`src/rtl/qat_pkg.sv`:
```
package qat_pkg;

    // Fixed field widths of the character and count paths.
    localparam int CHAR_WIDTH  = 16;
    localparam int COUNT_WIDTH = 32;
    localparam int CFG_INDEX_WIDTH = 1;
    localparam int CFG_DATA_WIDTH  = 16;

    // Input commands.
    localparam logic [1:0] CMD_CHAR   = 2'd0;
    localparam logic [1:0] CMD_EOI    = 2'd1;
    localparam logic [1:0] CMD_CLEAR  = 2'd2;

    // Split modes. The unused code behaves as whole-line mode.
    localparam logic [1:0] MODE_DELIMITED = 2'd0;
    localparam logic [1:0] MODE_SPLIT     = 2'd1;
    localparam logic [1:0] MODE_LINE      = 2'd2;

    // Configuration register indexes.
    localparam logic [CFG_INDEX_WIDTH-1:0] REG_SPLIT_MODE = 1'b0;
    localparam logic [CFG_INDEX_WIDTH-1:0] REG_DELIMITER  = 1'b1;

    // Result kinds.
    localparam logic KIND_CHAR = 1'b0;
    localparam logic KIND_END  = 1'b1;

    // Character codes with a special meaning in the escaped modes.
    localparam logic [CHAR_WIDTH-1:0] C_BACKSLASH = CHAR_WIDTH'(16'h005C);
    localparam logic [CHAR_WIDTH-1:0] C_DQUOTE    = CHAR_WIDTH'(16'h0022);
    localparam logic [CHAR_WIDTH-1:0] C_SQUOTE    = CHAR_WIDTH'(16'h0027);
    localparam logic [CHAR_WIDTH-1:0] C_NEWLINE   = CHAR_WIDTH'(16'h000A);
    localparam logic [CHAR_WIDTH-1:0] C_TAB       = CHAR_WIDTH'(16'h0009);
    localparam logic [CHAR_WIDTH-1:0] C_BLANK     = CHAR_WIDTH'(16'h0020);

    // Reset values of the configuration registers.
    localparam logic [1:0]            SPLIT_MODE_RESET = MODE_SPLIT;
    localparam logic [CHAR_WIDTH-1:0] DELIMITER_RESET  = C_NEWLINE;

    typedef enum logic [1:0] {
        PH_SKIP   = 2'd0,
        PH_TOKEN  = 2'd1,
        PH_QUOTED = 2'd2,
        PH_ESCAPE = 2'd3
    } phase_t;

    typedef struct packed {
        logic [1:0]            cmd;
        logic [CHAR_WIDTH-1:0] ch;
    } in_item_t;

    typedef struct packed {
        logic                   kind;
        logic [CHAR_WIDTH-1:0]  out_char;
        logic [COUNT_WIDTH-1:0] line_total;
        logic [COUNT_WIDTH-1:0] token_total;
    } out_item_t;

    typedef struct packed {
        logic [1:0]            split_mode;
        logic [CHAR_WIDTH-1:0] delimiter_char;
    } cfg_t;

    typedef struct packed {
        phase_t                 phase;
        logic [CHAR_WIDTH-1:0]  quote_mark;
        logic                   token_seen;
        logic [COUNT_WIDTH-1:0] line_count;
        logic [COUNT_WIDTH-1:0] token_count;
    } tok_state_t;

endpackage

```
`src/rtl/qat_in_stage.sv`:
```
module qat_in_stage (
    input  logic              clk,
    input  logic              rst_n,
    input  logic              in_valid,
    output logic              in_stall,
    input  qat_pkg::in_item_t in_data,
    input  logic              advance,
    output logic              item_valid,
    output qat_pkg::in_item_t item
);

    logic              valid_reg;
    logic              valid_next;
    qat_pkg::in_item_t item_reg;
    logic              take;

    // The register is free when empty or when its item moves on this cycle.
    assign in_stall   = valid_reg && !advance;
    assign take       = in_valid && !in_stall;
    assign valid_next = take || (valid_reg && !advance);

    always_ff @(posedge clk or negedge rst_n)
    begin
        if (!rst_n)
        begin
            valid_reg <= 1'b0;
        end
        else
        begin
            valid_reg <= valid_next;
        end
    end

    always_ff @(posedge clk)
    begin
        if (take)
        begin
            item_reg <= in_data;
        end
    end

    assign item_valid = valid_reg;
    assign item       = item_reg;

endmodule

```
`src/rtl/qat_step.sv`:
```
module qat_step (
    input  qat_pkg::cfg_t       cfg,
    input  qat_pkg::tok_state_t st,
    input  qat_pkg::in_item_t   item,
    output qat_pkg::tok_state_t st_next,
    output logic                res_valid,
    output qat_pkg::out_item_t  res
);

    logic is_blank;
    logic is_ws;
    logic do_end;
    logic end_line;
    logic do_keep;
    logic do_emit;

    assign is_blank = (item.ch == qat_pkg::C_BLANK) || (item.ch == qat_pkg::C_TAB);
    assign is_ws    = is_blank || (item.ch == qat_pkg::C_NEWLINE);

    always_comb
    begin
        st_next  = st;
        do_end   = 1'b0;
        end_line = 1'b0;
        do_keep  = 1'b0;
        do_emit  = 1'b0;

        unique case (item.cmd)
            qat_pkg::CMD_CLEAR:
            begin
                st_next.line_count  = '0;
                st_next.token_count = '0;
            end
            qat_pkg::CMD_EOI:
            begin
                // A pending escape or quoted span is dropped.
                st_next.phase      = qat_pkg::PH_SKIP;
                st_next.token_seen = 1'b0;
                do_end             = st.token_seen;
                end_line           = (cfg.split_mode == qat_pkg::MODE_DELIMITED);
            end
            qat_pkg::CMD_CHAR:
            begin
                if (cfg.split_mode == qat_pkg::MODE_DELIMITED)
                begin
                    if (item.ch == cfg.delimiter_char)
                    begin
                        do_end   = 1'b1;
                        end_line = 1'b1;
                    end
                    else
                    begin
                        st_next.phase = qat_pkg::PH_TOKEN;
                        do_keep       = 1'b1;
                    end
                end
                else
                begin
                    unique case (st.phase)
                        qat_pkg::PH_ESCAPE:
                        begin
                            st_next.phase = qat_pkg::PH_TOKEN;
                            do_keep       = 1'b1;
                        end
                        qat_pkg::PH_QUOTED:
                        begin
                            // Even an empty quoted span makes a token.
                            st_next.token_seen = 1'b1;
                            if (item.ch == st.quote_mark)
                            begin
                                st_next.phase = qat_pkg::PH_TOKEN;
                            end
                            else
                            begin
                                do_emit = 1'b1;
                            end
                        end
                        qat_pkg::PH_SKIP, qat_pkg::PH_TOKEN:
                        begin
                            if (!(st.phase == qat_pkg::PH_SKIP && is_ws))
                            begin
                                st_next.phase = qat_pkg::PH_TOKEN;
                                if (is_blank)
                                begin
                                    if (cfg.split_mode == qat_pkg::MODE_SPLIT)
                                    begin
                                        do_end = 1'b1;
                                    end
                                    else
                                    begin
                                        do_keep = 1'b1;
                                    end
                                end
                                else if (item.ch == qat_pkg::C_NEWLINE)
                                begin
                                    do_end   = 1'b1;
                                    end_line = 1'b1;
                                end
                                else if (item.ch == qat_pkg::C_BACKSLASH)
                                begin
                                    st_next.phase = qat_pkg::PH_ESCAPE;
                                end
                                else if ((item.ch == qat_pkg::C_DQUOTE)
                                      || (item.ch == qat_pkg::C_SQUOTE))
                                begin
                                    st_next.quote_mark = item.ch;
                                    st_next.phase      = qat_pkg::PH_QUOTED;
                                end
                                else
                                begin
                                    do_keep = 1'b1;
                                end
                            end
                        end
                    endcase
                end
            end
            default:
            begin
                // The unused command is ignored.
            end
        endcase

        if (do_end)
        begin
            if (end_line)
            begin
                st_next.line_count = st.line_count + 1'b1;
            end
            st_next.token_count = st.token_count + 1'b1;
            st_next.phase       = qat_pkg::PH_SKIP;
            st_next.token_seen  = 1'b0;
        end
        if (do_keep)
        begin
            st_next.token_seen = 1'b1;
        end

        res_valid       = do_end || do_keep || do_emit;
        res.kind        = do_end ? qat_pkg::KIND_END : qat_pkg::KIND_CHAR;
        res.out_char    = do_end ? '0 : item.ch;
        res.line_total  = st_next.line_count;
        res.token_total = st_next.token_count;
    end

endmodule

```
`src/rtl/quoted_argument_tokenizer.sv`:
```
// Quoted argument tokenizer.
//
// Input channel (in_valid, in_stall, in_data): one transfer per item, either
// a character, an end-of-input command or a command that clears both counts.
// Output channel (out_valid, out_stall, out_data): one transfer per kept
// character or token-end marker; each result carries the line and token
// counts as they stand after that item. Items that only change state (count
// clears; in escaped modes leading whitespace, quotes, backslashes) give no transfer.
// Configuration channel (cfg_valid, cfg_ready, cfg_index, cfg_data): writes
// split_mode (index 0) and delimiter_char (index 1); it is always ready and
// is meant to be written only while the block is empty.
//
// Each input transfer passes through two registers on its way to the output:
// the input register, then the result register. Throughput is one item per
// clock while the receiver does not stall, set by the tokenizer state update.
// When the receiver stalls a waiting result, the result register holds and
// in_stall rises at once if the input register is full, one item later if not.
// Reset empties both registers, clears the counts and the token state, and
// loads split_mode = 1 and delimiter_char = newline.
module quoted_argument_tokenizer (
    input  logic                                   clk,
    input  logic                                   rst_n,
    input  logic                                   in_valid,
    output logic                                   in_stall,
    input  qat_pkg::in_item_t                      in_data,
    output logic                                   out_valid,
    input  logic                                   out_stall,
    output qat_pkg::out_item_t                     out_data,
    input  logic                                   cfg_valid,
    output logic                                   cfg_ready,
    input  logic [qat_pkg::CFG_INDEX_WIDTH-1:0]    cfg_index,
    input  logic [qat_pkg::CFG_DATA_WIDTH-1:0]     cfg_data
);

    qat_pkg::cfg_t       cfg_reg;
    qat_pkg::tok_state_t st_reg;
    qat_pkg::tok_state_t st_next;
    logic                out_valid_reg;
    qat_pkg::out_item_t  out_reg;

    logic                item_valid;
    qat_pkg::in_item_t   item;
    logic                advance;
    logic                fire;
    logic                res_valid;
    qat_pkg::out_item_t  res;

    // The item in the input register moves on whenever the result register
    // is empty or its current result is being taken.
    assign advance = !out_valid_reg || !out_stall;
    assign fire    = advance && item_valid;

    qat_in_stage u_in_stage (
        .clk        (clk),
        .rst_n      (rst_n),
        .in_valid   (in_valid),
        .in_stall   (in_stall),
        .in_data    (in_data),
        .advance    (advance),
        .item_valid (item_valid),
        .item       (item)
    );

    qat_step u_step (
        .cfg       (cfg_reg),
        .st        (st_reg),
        .item      (item),
        .st_next   (st_next),
        .res_valid (res_valid),
        .res       (res)
    );

    assign cfg_ready = 1'b1;

    // Configuration registers; a write takes effect on the next item.
    always_ff @(posedge clk or negedge rst_n)
    begin
        if (!rst_n)
        begin
            cfg_reg.split_mode     <= qat_pkg::SPLIT_MODE_RESET;
            cfg_reg.delimiter_char <= qat_pkg::DELIMITER_RESET;
        end
        else if (cfg_valid && cfg_ready)
        begin
            if (cfg_index == qat_pkg::REG_SPLIT_MODE)
            begin
                cfg_reg.split_mode <= cfg_data[1:0];
            end
            else
            begin
                cfg_reg.delimiter_char <= cfg_data[qat_pkg::CHAR_WIDTH-1:0];
            end
        end
    end

    // Tokenizer state advances once per item leaving the input register.
    always_ff @(posedge clk or negedge rst_n)
    begin
        if (!rst_n)
        begin
            st_reg.phase       <= qat_pkg::PH_SKIP;
            st_reg.quote_mark  <= '0;
            st_reg.token_seen  <= 1'b0;
            st_reg.line_count  <= '0;
            st_reg.token_count <= '0;
        end
        else if (fire)
        begin
            st_reg <= st_next;
        end
    end

    // Result register.
    always_ff @(posedge clk or negedge rst_n)
    begin
        if (!rst_n)
        begin
            out_valid_reg <= 1'b0;
        end
        else if (advance)
        begin
            out_valid_reg <= item_valid && res_valid;
        end
    end

    always_ff @(posedge clk)
    begin
        if (fire && res_valid)
        begin
            out_reg <= res;
        end
    end

    assign out_valid = out_valid_reg;
    assign out_data  = out_reg;

endmodule

```
`config.mk`:
```
export PLATFORM = sky130hd
export DESIGN_NAME = quoted_argument_tokenizer
export DESIGN_NICKNAME = d
export VERILOG_FILES = /design/src/rtl/qat_pkg.sv /design/src/rtl/qat_in_stage.sv /design/src/rtl/qat_step.sv /design/src/rtl/quoted_argument_tokenizer.sv
export SDC_FILE = /design/constraint.sdc
export NUM_CORES = 1
export LEC_CHECK = 0
export BUFFER_PORTS_ARGS = -buffer_cell sky130_fd_sc_hd__buf_2
export CAP_MARGIN = 10
export CELL_PAD_IN_SITES_DETAIL_PLACEMENT = 1
export CELL_PAD_IN_SITES_GLOBAL_PLACEMENT = 1
export CORE_ASPECT_RATIO = 0.6
export CORE_MARGIN = 5
export CORE_UTILIZATION = 40
export DETAILED_ROUTE_END_ITERATION = 10
export GPL_TIMING_DRIVEN = 0
export PLACE_DENSITY = 0.69
export SLEW_MARGIN = 10
export SYNTH_ARGS = -nofsm -noshare
export SYNTH_HDL_FRONTEND = slang
export SYNTH_SLANG_ARGS = --single-unit
```
`constraint.sdc`:
```
create_clock -name clk -period 6.55 [get_ports clk]
set_input_delay 0 -clock clk [delete_from_list [all_inputs] [get_ports clk]]
set_output_delay 0 -clock clk [all_outputs]
set_load 0.02 [all_outputs]
```
# Yosys cells after proc, flatten, opt, wreduce, memory -nomap -nowiden
# Index checks and enable logic that the tools add are counted.
[word_totals] memories=0 reg_bits=202 out_inout_bits=84 latchBits=0 ram_bits=0 elab_cells=125 rom_bits=0
[op_classes] add_sub_neg=2 bitwise_logic=6 magnitude_cmp=0 mul=0 mux=54 shifts=0 div_mod_pow=0 n_reduce_logical=28 n_eq_ne=20
[op_table] op="18-bit two-way mux" count=11
[op_table] op="65-bit two-way mux" count=1
[op_table] op="32-bit by 1-bit adder with 32-bit output, second input constant" count=2
[op_table] op="64-bit two-way mux" count=1
[op_table] op="16-bit by 6-bit == test with 1-bit output, second input constant" count=3
[op_table] op="16-bit == test" count=2
[op_table] op="16-bit by 4-bit == test with 1-bit output, second input constant" count=2
[op_table] op="32-bit two-way mux" count=1
[op_table] op="1-bit two-way mux" count=28
[op_table] op="16-bit by 7-bit == test with 1-bit output, second input constant" count=1
[op_table] op="16-bit two-way mux" count=1
[op_table] op="2-bit two-way mux" count=5
[op_table] op="9-bit AND reduction" count=1
[op_table] op="4-bit by 2-bit != test with 1-bit output, second input constant" count=2
[op_table] op="8-bit by 2-bit != test with 1-bit output, second input constant" count=1
[op_table] op="1-bit one-hot mux with 2 select lines" count=4
[op_table] op="1-bit logical OR" count=7
[op_table] op="2-bit by 1-bit == test with 1-bit output, second input constant" count=3
[op_table] op="2-bit == test, second input constant" count=3
[op_table] op="1-bit logical AND" count=6
[op_table] op="2-bit zero test" count=3
[op_table] op="1-bit inverter" count=6
[op_table] op="2-bit one-hot mux with 3 select lines" count=1
[op_table] op="5-bit by 2-bit != test with 1-bit output, second input constant" count=1
[op_table] op="other kinds (10)" count=14

# Longest topological paths before layout
# Gate-level depths: netlist of run 1.
[depth] word_depth=18 depth_mapped=12 depth_no_buf=8

# Cells and area by module
# From an unflattened synthesis of run 1, not the netlist that was laid out.
[unflattened] cells_unflattened=846 area_unflattened_um2=10707.8
[modules_own_cells] mod="quoted_argument_tokenizer" seq_area_each_um2=4988.5 n_inst=1 area_per_inst_um2=6601.3 cells_each=303
[modules_own_cells] mod="qat_step" seq_area_each_um2=0.0 n_inst=1 area_per_inst_um2=3508.4 cells_each=520
[modules_own_cells] mod="qat_in_stage" seq_area_each_um2=565.5 n_inst=1 area_per_inst_um2=598.1 cells_each=23

# Least setup slack after synthesis of run 1
# No wires, ideal clock.
[synth_path] path_type="flip-flop to flip-flop" startpoint="register u_in_stage.item_reg (netlist bit u_in_stage.item[8])" endpoint="register out_reg (netlist bit out_data[0]), enable pin" arrival_ns=3.634 setup_time_ns=0.448 path_slack_ns=2.468 required_time_ns=6.102 path_buffers=1 period_less_slack_ns=4.082 path_stages_with_launch=9 path_cell_list="edfxtp_1 -> nor4_1 -> nand2_1 -> o32a_1 -> nand2_1 -> buf_4 -> nor2_1 -> o21ai_0 -> and2_1"
[synth_between] elab_chain_len=13 elab_cells_between_ends=35 cone_classes="eq/ne (8); mux (20); reduce/logical (7)"
[synth_lines] item="from (decl)" line="qat_in_stage.sv:14" text="qat_pkg::in_item_t item_reg;"
[synth_lines] item="from (signal assigned)" line="qat_in_stage.sv:38" text="item_reg <= in_data;"
[synth_lines] item="16-bit by 6-bit == test with 1-bit output, on equally long branches" line="qat_step.sv:103, qat_step.sv:104"
[synth_lines] item="1-bit logical OR" line="qat_step.sv:104" text="|| (item.ch == qat_pkg::C_SQUOTE))"
[synth_lines] item="1-bit two-way mux" line="qat_step.sv:103" text="else if ((item.ch == qat_pkg::C_DQUOTE)"
[synth_lines] item="1-bit two-way mux" line="qat_step.sv:99" text="else if (item.ch == qat_pkg::C_BACKSLASH)"
[synth_lines] item="1-bit two-way mux" line="qat_step.sv:94" text="else if (item.ch == qat_pkg::C_NEWLINE)"
[synth_lines] item="1-bit two-way mux" line="qat_step.sv:83" text="if (is_blank)"
[synth_lines] item="1-bit two-way mux" line="qat_step.sv:80" text="if (!(st.phase == qat_pkg::PH_SKIP && is_ws))"
[synth_lines] item="1-bit one-hot mux with 2 select lines" line="qat_step.sv:59" text="unique case (st.phase)"
[synth_lines] item="1-bit two-way mux" line="qat_step.sv:44" text="if (cfg.split_mode == qat_pkg::MODE_DELIMITED)"
[synth_lines] item="1-bit two-way mux" line="qat_step.sv:28" text="unique case (item.cmd)"
[synth_lines] item="1-bit logical OR" line="qat_step.sv:139" text="res_valid = do_end || do_keep || do_emit;"
[synth_lines] item="1-bit logical OR *" line="qat_step.sv:139"
[synth_lines] item="1-bit logical AND *" line="quoted_argument_tokenizer.sv:128" text="if (fire && res_valid)"
[synth_lines] item="to (signal assigned)" line="quoted_argument_tokenizer.sv:130" text="out_reg <= res;"
[synth_lines] item="to (decl)" line="quoted_argument_tokenizer.sv:39" text="qat_pkg::out_item_t out_reg;"
# Every way passes the cells marked *; elsewhere a longest branch is shown, timed or not.
# A chain may end at the register's enable or synchronous reset.

# Worst setup path in the final report of run 1
[layout_path] startpoint="register u_in_stage.item_reg (netlist bit u_in_stage.item[8])" endpoint="register out_reg (netlist bit out_data[17]), enable pin"
# Same word-level chain as after synthesis.

==> results.yml, run 1 <==
power:
  p_seq_share_pct: 46.4
  power.internal_mw: 2.413
  power_switching_uw: 956.1
  p_comb_share_pct: 14.5
  pwr_density_cell_mw_per_mm2: 281.5
  total_leakage_power_nw: 4.668
  power_frac_clock_pct: 39.1
  vdd_drop_max_v: 0.0001794
  swShare_pct: 28.38
clock_network:
  clk_pin_slew_ps: 60
  cts_made_buffers: 22
  cts.repair.resized: 0
  post-cts-setup-buffer-count: 0
  htree_levels: 1
  clock_latency_ps: 510
  clkSinkCount: 202
  cts-root-buf: "clkbuf_16"
  cts_tree: "done"
  cts_buffer_depth: 3
min_path:
  min_path_type: "in2async"
logic_synthesis:
  synth.top_cell.area_share_pct: 30.59
  yosys_warnings: 0
  synth_adder_area_share_pct: 0.2575
  yosysTopAreaCell: "edfxtp_1"
  synth_edf_count: 99
  synth_flop_cell: "dfrtp_1"
  synth-simple-area-share_pct: 17.30
  synthMuxAreaShare_pct: 4.403
  synth-compound-area-share_pct: 14.33
  synth-xor-area-share_pct: 3.051
  syn_inst: 873
  yosysUniqueCellTypes: 67
  synthesis.area_sq_mm: 0.009719
  avgSynthCellArea_sq_um: 11.13
  ys_top_cells_by_area: "edfxtp_1 (31%), dfrtp_1 (26%), o21ai_0 (3.6%)"
  async_reset_ff_share_pct: 50.99
  synth_top_family_by_area: "simple AND/OR/NAND/NOR gates"
  synth-seq-cells: 202
  ys_seq_area_share_pct: 57.14
  synth_fp_nets: 915
placement:
  numPortBuffers: 122
  dpl.hpwl_microns: 21900
  place_area_sq_mm: 0.01079
  place.gp.congestion: 0.8531
worst_setup_path:
  critPathLaunchType: "flop"
  cp-end-kind: "flop"
  worst-path-stages: 9
  crit_path_frequent_cell: "nand2_1"
  path_max_fanout: 45
  cpMaxStageDelayCell: "and2_4"
  cpPeakStageDelay_ps: 570
  worstPathArrival_ps: 3750
  reg2reg_depth: 9
  path_cells: "nor4_1 > nand2_1 > o32a_1 > nand2_1 > buf_4 > nor2_1 > o21ai_0 > and2_4 > buf_12"
  critPathBufInv: 2
  cp_top_family: "simple AND/OR/NAND/NOR gates"
  critical_path_class: "reg2reg"
  required_ps: 6740
route:
  first_pass_iters: 5
  drtIter0Drc: 663
  drc: 0
  wl_per_cell_microns: 22.48
  drtAntennaViolNets: 0
  drt_wl_total_microns: 31480
  via_per_inst: 5.860
  vias: 8204
floorplan:
  rows: 44
  die_h_microns: 130.7
  initial_core_util_pct: 40.40
  design.die.area_sq_mm: 0.02762
  die_w_microns: 211.2
  ioPinCount: 124
  core-area_sq_mm: 0.02406
sta:
  finalMaxSlewViolations: 0
  timing.slew.headroom_pct: 37.01
  skew_ps: 11.69
  setup_viol: 0
  post-route-min-period_ps: 3559
  hold_viol: 0
  rsz0062_at_grt: "false"
  finalCritPeriodShare_pct: 54.33
  tightestPinTransition_ps: 944.9
  clock.fmax_ghz: 0.2810
  setup_tns_ps: 0
cells_and_area:
  final_common_cell: "buf_2"
  layout_common_cells: "buf_2 (127), dfrtp_1 (100), edfxtp_1 (99)"
  nFillCells: 2608
  area_delta_synth_final_pct: 23.13
  antenna_cells: 0
  largest_reg_flops: 83
  fin_area_sq_mm: 0.01197
  drive_gt1_share_pct: 20.50
  nNetsFinal: 1104
global_route:
  grt_max_degree: 70
  grt_pass1_wl_microns: 48380
  antenna_found_initial: 0
  overflow: 0
  grt_pass1_vias: 8164
  grtUsageTotal_pct: 22.54
status:
  status: "finished clean"
job:
  drv_cap: 0
-- cell families after synthesis --
group	Yosys count
AND/OR/NAND/NOR	314
AO/OA/AOI/OAI	208
flip-flops	202
buffers and inverters	73
multiplexers	40
XOR/XNOR	33
adder cells (fa/ha/maj)	2
other	1
-- power groups by stage --
| stage | clock network, mW | logic [mW] | registers, mW |
|---|---|---|---|
| 2_1_floorplan | 0 | 0.239 | 1.60 |
| 3_3_place_gp | 0 | 0.444 | 1.58 |
| 3_5_place_dp | 0 | 0.460 | 1.58 |
| 4_1_cts | 1.34 | 0.485 | 1.56 |
| 5_1_grt | 1.39 | 0.529 | 1.58 |
| 6_report | 1.32 | 0.489 | 1.56 |
-- metrics by stage --
step                      utilization [%]  power (mW)  worst slack [ps]  hold WS [ps]  std cells
after CTS                           49.75       3.383              2968         3.826       1400
after global routing                49.75       3.496              2737         29.31       1400
after global placement              44.61       2.026             996.8         177.8       1317
after detailed placement            44.85       2.044              2995        -69.42       1319
final                               49.75       3.369              2992         7.691       1400
after floorplan                         -       1.843              2468        -295.6        873
-- synthesized netlist by cell type, types with 8 or more instances --
cell type / instances
o21ai_0: 70
nand2_1: 88
clkbuf_1: 38
o211ai_1: 14
a31oi_1: 36
nor3_1: 18
mux2_2: 22
dfrtp_1: 100
o31ai_1: 31
nand4_1: 24
and2_1: 28
a41oi_1: 12
nand3_1: 52
and3_1: 16
buf_4: 9
nor4_1: 10
mux2i_1: 18
xnor2_1: 32
inv_1: 13
edfxtp_1: 99
nor2b_1: 14
or4_1: 8
nor2_1: 18
-- layer usage --
layer / wire length, microns / share of wire (%) / global-route usage, % / up-vias
li1: - / - / - / 3691
met3: 1864 / 5.9 / 2.649 / 39
met5: 0 / 0 / 0 / -
met2: 13130 / 42 / 32.76 / 265
met1: 15960 / 51 / 36.37 / 4209
met4: 522 / 1.7 / 4.152 / 0
-- layout make-up --
cell class	count	area [sq um]	share of cell area, %
Clock inverter	12	153.9	1.286
Tap cell	322	402.9	3.366
Multi-Input combinational cell	598	3830	32.00
Inverter	14	52.55	0.4391
Timing Repair Buffer	165	1085	9.064
Buffer	59	285.3	2.384
Clock buffer	28	604.3	5.050
Sequential cell	202	5554	46.41
-- worst paths after layout --
check	startpoint	endpoint	slack, ps
min in group clk	cfg_valid	cfg_reg[5]	110
setup reg to reg	u_in_stage.item[8]	out_data[17]	2990
max in group asynchronous	rst_n	cfg_reg[3]	6140
setup / recovery	u_in_stage.item[8]	out_data[17]	2990
hold / removal	rst_n	st_reg[38]	8
hold reg to reg	st_reg[66]	st_reg[66]	490
-- what timing repair did --
item                                    CTS  global route
hold buffers                             41             0
endpoints found under the setup margin    0             0
endpoints found under the hold margin   138             0
-- worst reg2reg max path: cells and delay by family, from the launching register on --
family / cells / cell delay [ps]
AOI/OAI and AO/OA: 2 / 600
buffers and inverters: 2 / 580
DFF: 1 / 540
and+or+nand+nor: 5 / 1480
Note: power is estimated with default switching activity, not from simulation.
==> inputs of run 2 (changes only) <==
Settings changed: ABC_AREA set to 1, PLACE_DENSITY 0.69 to 0.74.
Clock period 6.55 ns to 3.2 ns, I/O delays scaled along.
==> run 2 against run 1 <==
Net effect:
- core utilization up 0.45 points
- critical path depth up 6
- register-to-register slack worse by 2800 ps
- synthesized area increased by 7.7%
- clock power grew 98%
- routed wire length is 11% higher
- critical endpoint is now out_data[31]
==> results.yml, run 2 <==
logic_synthesis:
  yosysTopAreaCell: "edfxtp_1"
  synth-seq-cells: 202
  synth_common_cells: "nand2_1 (358), nor2_1 (137), dfrtp_1 (100)"
  synthesis.area_sq_mm: 0.01047
  async_reset_ff_share_pct: 50.99
  synth.most_common_cell: "nand2_1"
  synth_flop_cell: "dfrtp_1"
  avgSynthCellArea_sq_um: 8.658
  synthMuxAreaShare_pct: 1.076
  synth_edf_count: 99
  synth.top_cell.area_share_pct: 28.40
  synth-compound-area-share_pct: 5.092
  ys_seq_area_share_pct: 53.06
  syn_inst: 1209
  yosys_warnings: 0
  synth_fp_nets: 1251
  synth_adder_area_share_pct: 0.2391
  synth_top_family_by_area: "simple AND/OR/NAND/NOR gates"
  ys_top_cells_by_area: "edfxtp_1 (28%), dfrtp_1 (24%), nand2_1 (13%)"
  synth-simple-area-share_pct: 28.93
  yosysUniqueCellTypes: 42
  synth-xor-area-share_pct: 5.188
worst_setup_path:
  worstPathArrival_ps: 3160
  path_max_fanout: 32
  required_ps: 3400
  crit_path_frequent_cell: "nand2_1"
  path_cells: "inv_1 > nand2_1 > nor2_2 > nand2_1 > nand2_1 > nand3_1 > nand2_1 > nand2_1 > nor2_1 > nor2_1 > clkbuf_4 > nand3_1 > nor2_4 > nor2_4 > buf_12"
  critical_path_class: "reg2reg"
  cpMaxStageDelayCell: "edfxtp_1"
  critPathLaunchType: "flop"
  cp-end-kind: "flop"
  cpPeakStageDelay_ps: 540
clock_network:
  clk_pin_slew_ps: 60
  cts_made_buffers: 21
  cts-root-buf: "clkbuf_16"
  htree_levels: 1
  cts_buffer_depth: 3
  clock_latency_ps: 520
  clkSinkCount: 202
  cts_tree: "done"
cells_and_area:
  drive_gt1_share_pct: 17.84
  largest_reg_flops: 83
  antenna_cells: 0
  area_delta_synth_final_pct: 22.32
  final_common_cell: "nand2_1"
  post-route-util_pct: 50.20
  nNetsFinal: 1446
  layout_common_cells: "nand2_1 (358), nor2_1 (134), buf_2 (128)"
sta:
  holdWs_ps: 25.20
  hold_viol: 0
  clock.fmax_ghz: 0.3376
  skew_ps: 16.10
  finalMaxSlewViolations: 0
  timing.slew.headroom_pct: 39.72
  setup_viol: 0
  worst_slack_ps: 238.0
  tightestPinTransition_ps: 904.3
  post-route-min-period_ps: 2962
  finalCritPeriodShare_pct: 92.56
  rsz0062_at_grt: "false"
power:
  total_leakage_power_nw: 5.529
  vdd_drop_max_v: 0.0003667
  pwr_density_cell_mw_per_mm2: 526.5
floorplan:
  die_w_microns: 218.8
  ioPinCount: 124
  initial_core_util_pct: 41.04
  die_h_microns: 135.3
  design.die.area_sq_mm: 0.02961
  core-area_sq_mm: 0.02551
  rows: 45
route:
  drt_wl_total_microns: 34970
  drtAntennaViolNets: 0
  first_pass_iters: 5
  vias: 9225
  via_per_inst: 5.212
  drc: 0
  drtIter0Drc: 809
  wl_per_cell_microns: 19.76
global_route:
  overflow: 0
  grt_pass1_wl_microns: 54680
  grt_max_degree: 57
  grtUsageTotal_pct: 23.74
  antenna_found_initial: 0
  grt_pass1_vias: 9336
min_path:
  min_path_type: "in2async"
placement:
  dpl.hpwl_microns: 25390
  dp_slack_ps: -125.8
  place.gp.congestion: 0.9543
  numPortBuffers: 122
job:
  drv_cap: 0
status:
  status: "finished clean"
run 2: changes by cell type after synthesis, moves of 33 or more:
cell / before / now
a31oi_1: 36 / 3
inv_1: 13 / 94
xor2_1: 0 / 51
o21ai_0: 70 / 32
nand2_1: 88 / 358
nor2_1: 18 / 137
run 2: layer usage:
| layer | up-vias | GRT usage (%) | wire, microns |
|---|---|---|---|
| met3 | 33 | 4.624 | 2548 |
| met2 | 292 | 35.10 | 14620 |
| met4 | 0 | 2.928 | 439 |
| met1 | 4556 | 37.07 | 17360 |
| met5 | - | 0 | 0 |
| li1 | 4344 | - | - |
run 2: cells by family after synthesis:
| logic type | count (synthesis) |
|---|---|
| AOI/OAI and AO/OA | 87 |
| muxes | 10 |
| buffers and inverters | 149 |
| adders and majority gates | 2 |
| other | 1 |
| xor gates and xnor gates | 62 |
| and+or+nand+nor | 696 |
| DFF | 202 |
run 2: worst max-delay path, delay by kind of cell, from the launching register on:
family	cells	cell delay, ps
simple gates	12	1380
buf+inv	3	710
flops	1	540
run 2: cell type report:
cell class,count,area [sq um]
inverter,105,395.4
timing repair buffer,171,1137
sequential,202,5554
buffer,44,275.3
fill,2993,12700
clock inverter,8,98.84
clock buffer,29,628.1
tap,352,440.4
multi-input combinational,859,4274
run 2: final timing paths:
kind                               startpoint                  end  slack (ps)  depth (start not counted)
min                                     rst_n          cfg_reg[15]          30                          2
min reg2reg                        st_reg[66]           st_reg[66]         510                          1
max reg2reg                u_in_stage.item[6]         out_data[31]         240                         15
max in group asynchronous               rst_n           st_reg[31]        2470                          3
max                        u_in_stage.item[6]         out_data[31]         240                         15
min in group clk                  in_data[14]  u_in_stage.item[14]         200                          2
run 2: timing repair:
action,4_1_cts,5_1_grt
hold buffers,43,0
cloned,1,0
setup endpoints to repair,60,81
gates resized for setup,0,5
pin swaps,1,1
setup buffers,0,3
endpoints found under the hold margin,138,0
run 2: power by group:
group          total [mW]  leakage, nW  internal [mW]  switching (mW)
Sequential           3.10         2.23           2.96           0.141
Combinational        1.04         2.95          0.325           0.710
Clock                2.61        0.353           1.54            1.07
run 2: through the flow:
stage | cell area, sq um | total power [mW] | setup TNS, ps | cells
after floorplan | 10480 | 3.678 | 0 | 1209
after global placement | 11530 | 4.062 | -85940 | 1683
after detailed placement | 11600 | 4.104 | -7009 | 1686
after CTS | 12760 | 6.782 | 0 | 1767
after global routing | 12800 | 7.013 | 0 | 1770
final | 12800 | 6.741 | 0 | 1770
